File: src/design/gmd_pkg.sv
// Shared types, codes and helpers for the grid maze DFS solver.
// No dependencies; used by controller, datapath, top level and checker.
package gmd_pkg;

  localparam int unsigned CoordW  = 6;
  localparam int unsigned CellW   = 2 * CoordW;
  localparam int unsigned SpW     = CellW + 1;
  localparam int unsigned Depth   = 1 << CellW;
  localparam int unsigned DimW    = 7;
  localparam logic [DimW-1:0] MaxDim = 7'd64;

  localparam logic [2:0] EV_START  = 3'd0;
  localparam logic [2:0] EV_MOVE   = 3'd1;
  localparam logic [2:0] EV_BACK   = 3'd2;
  localparam logic [2:0] EV_EXIT   = 3'd3;
  localparam logic [2:0] EV_NOEXIT = 3'd4;
  localparam logic [2:0] EV_IDLE   = 3'd5;

  localparam logic [1:0] PH_NOT_STARTED = 2'd0;
  localparam logic [1:0] PH_RUNNING     = 2'd1;
  localparam logic [1:0] PH_EXITING     = 2'd2;
  localparam logic [1:0] PH_DONE        = 2'd3;

  localparam logic [1:0] DIR_RIGHT = 2'd0;
  localparam logic [1:0] DIR_UP    = 2'd1;
  localparam logic [1:0] DIR_LEFT  = 2'd2;
  localparam logic [1:0] DIR_DOWN  = 2'd3;

  localparam logic [1:0] CODE_OPEN  = 2'd1;
  localparam logic [1:0] CODE_START = 2'd2;

  localparam logic REG_WIDTH  = 1'b0;
  localparam logic REG_HEIGHT = 1'b1;

  typedef struct packed {
    logic       load;
    logic       rd_start;
    logic       start_go;
    logic       latch_top;
    logic       adv_dir;
    logic       mark_top;
    logic       push_nb;
    logic       pop;
    logic       set_done;
    logic       set_exiting;
    logic       emit;
    logic [2:0] ev;
  } cmd_t;

  typedef struct packed {
    logic [1:0] phase;
    logic       start_valid;
    logic       start_is_exit;
    logic       sp_zero;
    logic       sp_one;
    logic       dir_ge4;
    logic       nb_in;
    logic       nb_ok;
    logic       nb_is_exit;
    logic       start_visited;
  } stat_t;

  function automatic logic [DimW-1:0] clamp_dim(input logic [DimW-1:0] v);
    logic [DimW-1:0] r;
    if (v == '0) r = 7'd1;
    else if (v > MaxDim) r = MaxDim;
    else r = v;
    return r;
  endfunction

endpackage

File: src/design/gmd_ctrl.sv
// Search sequencer for the maze solver: walks each step through memory reads.
// Depends on gmd_pkg; drives gmd_dp through cmd_t, watches stat_t.
module gmd_ctrl (
  input  logic           clk_i,
  input  logic           rst_ni,
  input  logic           start,
  input  logic           mode_i,
  output logic           busy,
  input  gmd_pkg::stat_t stat_i,
  output gmd_pkg::cmd_t  cmd_o
);

  localparam logic [2:0] S_IDLE   = 3'd0;
  localparam logic [2:0] S_DISP   = 3'd1;
  localparam logic [2:0] S_CHKST  = 3'd2;
  localparam logic [2:0] S_LATCH  = 3'd3;
  localparam logic [2:0] S_EVAL   = 3'd4;
  localparam logic [2:0] S_CHK    = 3'd5;
  localparam logic [2:0] S_PUSH   = 3'd6;
  localparam logic [2:0] S_PREV   = 3'd7;

  logic [2:0] state_q, state_d;

  assign busy = (state_q != S_IDLE);

  always_comb begin
    state_d = state_q;
    cmd_o   = '0;
    unique case (state_q)
      S_IDLE: begin
        if (start) begin
          if (mode_i) state_d = S_DISP;
          else cmd_o.load = 1'b1;
        end
      end
      S_DISP: begin
        unique case (stat_i.phase)
          gmd_pkg::PH_DONE: begin
            cmd_o.emit = 1'b1; cmd_o.ev = gmd_pkg::EV_IDLE; state_d = S_IDLE;
          end
          gmd_pkg::PH_EXITING: begin
            cmd_o.emit = 1'b1; cmd_o.ev = gmd_pkg::EV_EXIT;
            cmd_o.set_done = 1'b1; state_d = S_IDLE;
          end
          gmd_pkg::PH_NOT_STARTED: begin
            if (!stat_i.start_valid) begin
              cmd_o.emit = 1'b1; cmd_o.ev = gmd_pkg::EV_NOEXIT;
              cmd_o.set_done = 1'b1; state_d = S_IDLE;
            end else if (stat_i.start_is_exit) begin
              cmd_o.emit = 1'b1; cmd_o.ev = gmd_pkg::EV_EXIT;
              cmd_o.set_done = 1'b1; state_d = S_IDLE;
            end else begin
              cmd_o.rd_start = 1'b1; state_d = S_CHKST;
            end
          end
          default: begin
            if (stat_i.sp_zero) begin
              cmd_o.emit = 1'b1; cmd_o.ev = gmd_pkg::EV_NOEXIT;
              cmd_o.set_done = 1'b1; state_d = S_IDLE;
            end else begin
              state_d = S_LATCH;
            end
          end
        endcase
      end
      S_CHKST: begin
        cmd_o.emit = 1'b1;
        if (stat_i.start_visited) begin
          cmd_o.ev = gmd_pkg::EV_NOEXIT; cmd_o.set_done = 1'b1;
        end else begin
          cmd_o.ev = gmd_pkg::EV_START; cmd_o.start_go = 1'b1;
        end
        state_d = S_IDLE;
      end
      S_LATCH: begin
        cmd_o.latch_top = 1'b1; state_d = S_EVAL;
      end
      S_EVAL: begin
        if (stat_i.dir_ge4) begin
          cmd_o.pop = 1'b1;
          if (stat_i.sp_one) begin
            cmd_o.emit = 1'b1; cmd_o.ev = gmd_pkg::EV_NOEXIT;
            cmd_o.set_done = 1'b1; state_d = S_IDLE;
          end else begin
            state_d = S_PREV;
          end
        end else if (!stat_i.nb_in) begin
          cmd_o.adv_dir = 1'b1;
        end else begin
          state_d = S_CHK;
        end
      end
      S_CHK: begin
        if (stat_i.nb_ok) begin
          cmd_o.mark_top = 1'b1;
          if (stat_i.nb_is_exit) begin
            cmd_o.set_exiting = 1'b1; cmd_o.emit = 1'b1;
            cmd_o.ev = gmd_pkg::EV_MOVE; state_d = S_IDLE;
          end else begin
            state_d = S_PUSH;
          end
        end else begin
          cmd_o.adv_dir = 1'b1; state_d = S_EVAL;
        end
      end
      S_PUSH: begin
        cmd_o.push_nb = 1'b1; cmd_o.emit = 1'b1;
        cmd_o.ev = gmd_pkg::EV_MOVE; state_d = S_IDLE;
      end
      default: begin
        cmd_o.emit = 1'b1; cmd_o.ev = gmd_pkg::EV_BACK; state_d = S_IDLE;
      end
    endcase
  end

  always_ff @(posedge clk_i or negedge rst_ni) begin
    if (!rst_ni) state_q <= S_IDLE;
    else state_q <= state_d;
  end

endmodule

File: config.mk
export PLATFORM = sky130hd
export DESIGN_NAME = gmd_ctrl
export DESIGN_NICKNAME = d
export VERILOG_FILES = /design/src/design/gmd_pkg.sv /design/src/design/gmd_ctrl.sv
export SDC_FILE = /design/constraint.sdc
export NUM_CORES = 1
export LEC_CHECK = 0
export ABC_AREA = 1
export BUFFER_PORTS_ARGS = -buffer_cell sky130_fd_sc_hd__buf_2
export CAP_MARGIN = 10
export CORE_AREA = 3 3 40 42
export DETAILED_ROUTE_END_ITERATION = 10
export DIE_AREA = 0 0 43 45
export PLACE_DENSITY = 0.7
export SKIP_LAST_GASP = 1
export SLEW_MARGIN = 20
export SYNTH_ARGS = -nofsm -noshare
export SYNTH_HDL_FRONTEND = slang
export SYNTH_SLANG_ARGS = --single-unit
File: constraint.sdc
create_clock -name clk_i -period 3.5 [get_ports clk_i]
set_input_delay 0.7 -clock clk_i [delete_from_list [all_inputs] [get_ports clk_i]]
set_output_delay 0.7 -clock clk_i [all_outputs]
set_load 0.02 [all_outputs]
# Word-level counts from Yosys, hierarchy flattened
# Index checks and enable logic that the tools add are counted.
[op_classes]
reduce_logical = 6
muxes = 49
eq_ne = 11
[op_table]
columns = ["cell", "n"]
rows = [
  ["two-way mux 3 bit", 8],
  ["one-hot mux 4 bit (6 select lines)", 1],
  ["two-way mux 1 bit", 23],
  ["two-way mux 4 bit", 5],
  ["one-hot mux 3 bit (5 select lines)", 1],
  ["one-hot mux 4 bit (3 select lines)", 1],
  ["two-way mux 5 bit", 2],
  ["equality test 3 bit (second input constant)", 3],
  ["two-way mux 2 bit", 4],
  ["equality test 3 x 2 -> 1 bit (second input constant)", 2],
  ["one-hot mux 1 bit (3 select lines)", 2],
  ["one-hot mux 3 bit (2 select lines)", 1],
  ["equality test 2 bit (second input constant)", 2],
  ["!= test 2 bit (second input constant)", 2],
  ["OR reduction 2 bit", 2],
  ["equality test 3 x 1 -> 1 bit (second input constant)", 1],
  ["zero test 3 bit", 1],
  ["!= test 3 bit (second input constant)", 1],
  ["AND reduction 3 bit", 1],
  ["nonzero test 3 bit", 1],
  ["zero test 2 bit", 1],
  ["one-hot mux 1 bit (2 select lines)", 1],
]
[word_totals]
regBits = 3

# Longest topological paths before layout
# Gate-level depths: netlist (run 1).
[logic_depth]
ltp_word = 4
depth_mapped = 6
mapped_depth_nobuf = 5

# Worst setup path before layout (run 1)
# No wires, ideal clock.
[synth_timing]
kind = "reg2out"
from = "register state_q[1]"
to = "output port cmd_o[13] (netlist name)"
n_path_buf = 1
arrival_time_ns = 1.394
path_stages_with_launch = 5
slack_ns = 1.406
path_cell_list = "dfrtp_1 > buf_6 > nor2_4 > nand2_1 > nor3b_1"
[synth_rtl]
columns = ["item", "line", "rtl"]
rows = [
  ["from (decl)", "gmd_ctrl.sv:22", "logic [2:0] state_q, state_d;"],
  ["from (signal assigned)", "gmd_ctrl.sv:118", "else state_q <= state_d;"],
  ["to (decl)", "gmd_ctrl.sv:10", "output gmd_pkg::cmd_t cmd_o"],
]

==> impl_metrics.toml, run 1 <==
[status]
status = "finished clean"

[worst_setup_path]
crit_start = "state_q[1]"
reg2reg_slack_ns = 2.37
required_ns = 2.80
crit_end = "cmd_o[2]"
rr_endpoint = "state_q[0]"
r2r_start = "state_q[2]"
crit_type = "flip-flop to output pin"
path_max_fanout = 8
cp.arrival_ns = 1.49
r2r_cells = 5
worstSetupStartpointType = "flip-flop"
cp-end-kind = "output pin"

[timing]
max_freq_mhz = 456
slew_headroom_pct = 74.8
worst_pin_slew_ns = 0.378
finalSetupViolCount = 0
rsz0062_at_grt = "false"
fin_crit_sh_pct = 62.7
drv_slew = 0
final.setup.worst_slack_ns = 1.31
holdWs_ns = 0.258
hold_viol = 0
fin_tns_setup_ns = 0
fin_skew_ns = 0.00504
fin_crit_ns = 2.19

[route]
drt_first_pass_iters = 4
drtIter0Drc = 8
finalWirelength_um = 1190
wl_per_cell_um = 9.67
ant_nets = 0
route.detailed.drc = 0
vias_per_cell = 4.80
num_vias = 591

[pwr]
power.leakage_nw = 0.383
ir_drop_uv = 235
p_total_mw = 0.426
power.density_nw_per_um2 = 694

[clocking]
cts.path.max_buffers = 2
cts_setup_buffers = 0
root_buffer = "clkbuf_4"
cts_sinks = 3
cts-resized-gates = 0
cts_made_buffers = 3
clk_pin_slew_ns = 0.04
h-tree-depth = 1
insertion_delay_ns = 0.23
postCtsHoldBufs = 0
cts_tree = "done"

[grt]
grt_max_degree = 10
grt_pass1_wl_um = 2040
grtUsageTotal_pct = 13.7
first_global_vias = 521
grt_overflow_total = 0
antenna_found_initial = 0

[synthesis]
synth_area_leader_cell = "dfrtp_1"
ys_types = 21
ys_warn_count = 0
ys_ff_latch = 3
synth_area_leaders = "dfrtp_1 17%, nand2_1 15%, nand3_1 15%, nor2_1 9.2%, inv_1 5.9%"
syn-instance-count = 77
seq_area_frac_synth_pct = 16.8
syn_area_um2 = 447
synth.avg_cell_area_um2 = 5.80
synth_top_area_share_pct = 16.8
syn-num-nets = 92

[placement]
dpl.hpwl_um = 1030
port_buffers = 29
placed_area_um2 = 588
gp_congestion = 0.721
place_ws_ns = 1.39
dp_cells = 119

[min_path]
hold_path.class = "primary input to asynchronous set/reset pin"

[cells_and_area]
top_register = "state_q"
drive_above_1_share_pct = 39.8
fin_cells = 123
utilization_pct = 47.8
antennaDiodeCount = 0
layout.nets = 124
reg_top3 = "state_q (3)"
num-fill-cells = 149
finalInstanceArea_um2 = 614
largest_reg_flops = 3
syn2layout_area_growth_pct = 37.5

[run]
maxCapViolations = 0

[floorplanning]
pin_count = 30
die_w_um = 43
core_area_um2 = 1280
die_area_um2 = 1940
die_h_um = 45
initial_core_util_pct = 34.8
num_rows = 13
==> cells in the final DEF, fill, tap and decap left out, types with 2 or more instances in the layout <==
cell      count
nor2_1       11
inv_2         2
nand4_1       4
buf_2        29
nand2_1      18
nand2_2       2
nor2_4        2
nand3_1      13
o21ai_1       3
clkbuf_4      3
dfrtp_1       3
inv_1         7
==> layer usage <==
metal	global-route usage [%]	wire (um)	vias to the layer above
met1	17.6	508	250
met3	3.98	131	2
met5	0	0	-
met4	5.42	8	0
li1	-	-	314
met2	21.6	541	25
==> cells by family after synthesis <==
family	count (synthesis)	share of synthesized area, %
AND/OR/NAND/NOR	55	60.2
AO/OA/AOI/OAI	6	8.12
flip-flops	3	16.8
buffers and inverters	13	14.8
==> how the worst min path moves through the flow <==
stage	start	to	slack, ns	cells after the start
after floorplan	rst_ni	state_q[0]	0.40	0
after global placement	rst_ni	state_q[2]	0.50	1
after detailed placement	rst_ni	state_q[2]	0.50	1
after CTS	rst_ni	state_q[2]	0.25	1
after global routing	rst_ni	state_q[2]	0.25	1
final	rst_ni	state_q[2]	0.26	1
==> where the power goes <==
group | switching (mW) | total, mW | internal (mW)
combinational | 0.183 | 0.280 | 0.0970
sequential | 0.0397 | 0.0879 | 0.0481
clock | 0.0157 | 0.0582 | 0.0425
total | 0.238 | 0.426 | 0.188
==> final cells by class <==
| type | instances | area [um^2] | share of cell area, % |
|---|---|---|---|
| Sequential cell | 3 | 75.1 | 12.2 |
| Multi-Input combinational cell | 61 | 305 | 49.7 |
| Clock buffer | 4 | 26.3 | 4.28 |
| Tap cell | 15 | 18.8 | 3.05 |
| Inverter | 11 | 43.8 | 7.13 |
| Timing Repair Buffer | 29 | 145 | 23.6 |
==> Yosys cell counts (all sizes together) <==
cell type  count
a21oi          1
nor2          14
dfrtp          3
buf            2
nand4          4
or2            1
nor3           1
o21ai          4
clkinv         1
nor3b          1
nand2         20
o211ai         1
nand3         14
inv           10
==> worst max-delay path: stages (launching register included) <==
cell and delay [ns]:
dfrtp_1 0.50, nor2_4 0.24, nand4_1 0.14, nand2_1 0.09
clkinv_1 0.07, nand2_1 0.07, buf_2 0.16
No activity file was read; power rests on OpenSTA's default activity.
==> inputs of run 2 (changes only) <==
==> constraint.sdc (replaced) <==
create_clock -name clk_i -period 2.1 [get_ports clk_i]
set_input_delay 0.42 -clock clk_i [delete_from_list [all_inputs] [get_ports clk_i]]
set_output_delay 0.42 -clock clk_i [all_outputs]
set_load 0.02 [all_outputs]
==> run 2 against run 1 <==
Clock skew fell by 0.0037 ns. Hold slack gained 0.25 ns. Design area grew 1.6%. Routed wire length rose by 2.4%. Setup slack lost 1.2 ns. Count of clock-buffer cells in the layout is the same. Via count grew 2.4%. Sequential share of layout area down 0.20 points. Sequential cell count did not move. Die area stayed put. Critical path type unchanged.
==> impl_metrics.toml, run 2 (same netlist as run 1, synthesis figures left out) <==
[timing]
max_freq_mhz = 514
fin_crit_sh_pct = 92.7
fin_skew_ns = 0.00130
fin_crit_ns = 1.95
worst_pin_slew_ns = 0.391
fin_tns_setup_ns = 0
finalSetupViolCount = 0
rsz0062_at_grt = "false"
drv_slew = 0
slew_headroom_pct = 74.0
hold_viol = 0

[cells_and_area]
reg_top3 = "state_q (3)"
num-fill-cells = 141
drive_above_1_share_pct = 39.4
syn2layout_area_growth_pct = 39.8
top_register = "state_q"
largest_reg_flops = 3
layout_commonest_cell = "buf_2"
antennaDiodeCount = 0
layout.nets = 125
mostFrequentLayoutCells = "29 x buf_2, 18 x nand2_1, 13 x nand3_1"

[min_path]
hold_path.class = "primary input to asynchronous set/reset pin"

[worst_setup_path]
worstSetupStartpointType = "flip-flop"
required_ns = 1.68
path_max_fanout = 8
cp-end-kind = "output pin"
cp.arrival_ns = 1.53
r2r_cells = 4
crit_type = "flip-flop to output pin"

[route]
wl_per_cell_um = 9.82
vias_per_cell = 4.88
num_vias = 605
drtIter0Drc = 6
route.detailed.drc = 0
finalWirelength_um = 1220
drt_first_pass_iters = 4
ant_nets = 0

[clocking]
h-tree-depth = 1
cts.path.max_buffers = 2
root_buffer = "clkbuf_4"
cts_sinks = 3
clk_pin_slew_ns = 0.04
insertion_delay_ns = 0.23
cts_tree = "done"
cts-resized-gates = 0
cts_made_buffers = 3

[floorplanning]
num_rows = 13
die_h_um = 45
core_area_um2 = 1280
initial_core_util_pct = 34.8
die_w_um = 43
pin_count = 30
die_area_um2 = 1940

[pwr]
ir_drop_uv = 619
power.leakage_nw = 0.387
p_total_mw = 0.714
power.density_nw_per_um2 = 1140

[grt]
antenna_found_initial = 0
grt_max_degree = 10
grt_overflow_total = 0
grt_pass1_wl_um = 2100
grtUsageTotal_pct = 14.6
first_global_vias = 512

[placement]
port_buffers = 29
gp_congestion = 0.771
dpl.hpwl_um = 1040

[status]
status = "finished clean"

[run]
maxCapViolations = 0
==> run 2: path summary, 6_finish.rpt <==
| path | slack, ns | startpoint | end |
|---|---|---|---|
| hold reg to reg | 0.73 | state_q[0] | state_q[2] |
| min in group clk_i | 0.51 | stat_i[5] | state_q[1] |
| setup / recovery | 0.15 | state_q[1] | cmd_o[2] |
| hold / removal | 0.51 | rst_ni | state_q[1] |
| setup reg to reg | 0.98 | state_q[1] | state_q[0] |
| max in group asynchronous | 1.48 | rst_ni | state_q[0] |
==> run 2: worst max-delay path, cell delays in order, from the launching register on <==
cell and delay [ns]:
dfrtp_1 0.51, nor2_4 0.24, nand4_1 0.15, nand2_1 0.10
clkinv_1 0.08, nand2_1 0.07, buf_2 0.16
==> run 2: through the flow <==
step	hold slack [ns]	utilization, %	cell area, um^2	worst slack [ns]	std cells
after global placement	0.218	45.8	588	0.393	119
after global routing	0.520	48.6	624	0.0449	124
after floorplan	0.124	-	447	0.286	77
after CTS	0.509	48.6	624	0.157	124
after detailed placement	0.216	45.8	588	0.423	119
final	0.513	48.6	624	0.153	124
==> run 2: cell type report <==
type | instances | area, um^2 | share of cell area (%)
well taps | 15 | 18.8 | 3.01
repair buffers | 30 | 155 | 24.8
multi-input cells | 61 | 305 | 48.9
inverters | 11 | 43.8 | 7.01
flip-flops and latches | 3 | 75.1 | 12.0
clock buffers | 4 | 26.3 | 4.21
==> run 2: routing by layer <==
metal | global-route usage, % | wire (um) | up-vias
met3 | 3.98 | 149 | 4
li1 | - | - | 316
met1 | 17.2 | 480 | 253
met5 | 0 | 0 | -
met4 | 9.04 | 25 | 0
met2 | 23.7 | 562 | 32
==> run 2: repair_timing <==
| item | CTS | global route |
|---|---|---|
| hold buffers | 1 | 0 |
| endpoints found under the hold margin | 3 | 0 |
| setup buffers | 0 | 0 |
==> run 2: power breakdown <==
group / internal [mW] / switching [mW]
Clock: 0.0712 / 0.0302
Sequential: 0.0802 / 0.0669
Combinational: 0.163 / 0.302
==> inputs of run 3 (changes only) <==
--- a/config.mk
+++ b/config.mk
@@ -13,7 +13,7 @@
 export DIE_AREA = 0 0 43 45
 export PLACE_DENSITY = 0.7
 export SKIP_LAST_GASP = 1
-export SLEW_MARGIN = 20
+export SLEW_MARGIN = 25
 export SYNTH_ARGS = -nofsm -noshare
 export SYNTH_HDL_FRONTEND = slang
 export SYNTH_SLANG_ARGS = --single-unit
==> constraint.sdc (replaced) <==
create_clock -name clk_i -period 2 [get_ports clk_i]
set_input_delay 0.4 -clock clk_i [delete_from_list [all_inputs] [get_ports clk_i]]
set_output_delay 0.4 -clock clk_i [all_outputs]
set_load 0.02 [all_outputs]
==> run 3 against run 2 <==
First-iteration DRC count did not move. Setup slack lost 0.023 ns. Critical path type unchanged. Sequential share of layout area up 0.18 points. Routed wire length did not move.
==> impl_metrics.toml, run 3 (same netlist as run 1, synthesis figures left out) <==
[floorplanning]
pin_count = 30
num_rows = 13
initial_core_util_pct = 34.8
die_area_um2 = 1940
die_w_um = 43
core_area_um2 = 1280
die_h_um = 45

[grt]
antenna_found_initial = 0
grt_max_degree = 10
grt_pass1_wl_um = 2100
first_global_vias = 512
grtUsageTotal_pct = 14.6
grt_overflow_total = 0

[route]
route.detailed.drc = 0
finalWirelength_um = 1220
num_vias = 605
ant_nets = 0
drt_first_pass_iters = 4
vias_per_cell = 4.88
wl_per_cell_um = 9.82
drtIter0Drc = 6

[worst_setup_path]
crit_type = "flip-flop to output pin"
cp.arrival_ns = 1.47
reg2reg_slack_ns = 0.90
worstSetupStartpointType = "flip-flop"
required_ns = 1.60
r2r_cells = 5
cp-end-kind = "output pin"
rr_endpoint = "state_q[0]"
path_max_fanout = 8
crit_start = "state_q[1]"
r2r_start = "state_q[2]"

[clocking]
cts_sinks = 3
clk_pin_slew_ns = 0.04
cts_setup_buffers = 0
cts_tree = "done"
h-tree-depth = 1
cts.path.max_buffers = 2
root_buffer = "clkbuf_4"
insertion_delay_ns = 0.23
cts_made_buffers = 3

[pwr]
ir_drop_uv = 651
power.density_nw_per_um2 = 1200
power.leakage_nw = 0.385

[timing]
hold_viol = 0
finalSetupViolCount = 0
drv_slew = 0
final.setup.worst_slack_ns = 0.131
fin_crit_sh_pct = 93.5
fin_crit_ns = 1.87
fin_skew_ns = 0.00130
max_freq_mhz = 535
worst_pin_slew_ns = 0.331
fin_tns_setup_ns = 0
holdWs_ns = 0.489
slew_headroom_pct = 77.9
rsz0062_at_grt = "false"

[placement]
gp_congestion = 0.771
dp_cells = 119
port_buffers = 29
place_ws_ns = 0.343
dpl.hpwl_um = 1040

[cells_and_area]
utilization_pct = 48.7
reg_top3 = "state_q (3)"
fin_cells = 124
antennaDiodeCount = 0
layout_commonest_cell = "buf_2"
syn2layout_area_growth_pct = 40.1
top_register = "state_q"
drive_above_1_share_pct = 40.4
largest_reg_flops = 3
layout.nets = 125
mostFrequentLayoutCells = "29 x buf_2, 18 x nand2_1, 13 x nand3_1"

[status]
status = "finished clean"

[min_path]
hold_path.class = "primary input to asynchronous set/reset pin"

[run]
maxCapViolations = 0
-- run 3: cell count changes in the layout (fill, tap and decap cells not counted) --
cell / delta
dfrtp_2: +1
dfrtp_1: -1
-- run 3: per-layer routing --
| layer | vias to the layer above | GRT usage [%] | part of all wire [%] | wire length, um |
|---|---|---|---|---|
| met4 | 0 | 9.04 | 2.1 | 25 |
| met1 | 253 | 17.2 | 39 | 480 |
| met2 | 32 | 23.7 | 46 | 562 |
| li1 | 316 | - | - | - |
| met3 | 4 | 3.98 | 12 | 149 |
| met5 | - | 0 | 0 | 0 |
-- run 3: repair_timing --
action,4_1_cts,5_1_grt
endpoints found under the hold margin,3,0
gates resized for setup,0,1
hold buffers,1,0
endpoints found under the setup margin,0,2
-- run 3: layout make-up --
class	instances	area [um^2]
inverters	11	43.8
flip-flops and latches	3	76.3
multi-input cells	61	305
fillers	141	659
repair buffers	30	155
well taps	15	18.8
clock buffers	4	26.3
-- run 3: worst max-delay path by stage --
| stage | to | slack (ns) | depth (start not counted) |
|---|---|---|---|
| finish | cmd_o[2] | 0.13 | 6 |
| global route | cmd_o[5] | 0.02 | 6 |
| CTS | cmd_o[2] | 0.08 | 6 |
| detailed placement | cmd_o[2] | 0.34 | 6 |
| global placement | cmd_o[5] | 0.31 | 6 |
| floorplan | cmd_o[13] | 0.21 | 4 |
-- run 3: power by group --
part / switching (mW) / total [mW] / internal, mW
clock: 0.0317 / 0.106 / 0.0748
sequential: 0.0702 / 0.156 / 0.0853
combinational: 0.318 / 0.489 / 0.171
total: 0.419 / 0.751 / 0.331
-- run 3: worst max-delay path, cell delays in order (launching register included) --
cell and delay, ns:
dfrtp_2 0.48, nor2_4 0.20, nand4_1 0.15, nand2_1 0.10, clkinv_1 0.08, nand2_1 0.07
buf_2 0.16
-- run 3: per-stage QoR --
step | power, mW | instance area (um^2)
finish | 0.751 | 626
global route | 0.832 | 626
CTS | 0.758 | 624
detailed placement | 0.644 | 588
global placement | 0.641 | 588
floorplan | 0.532 | 447
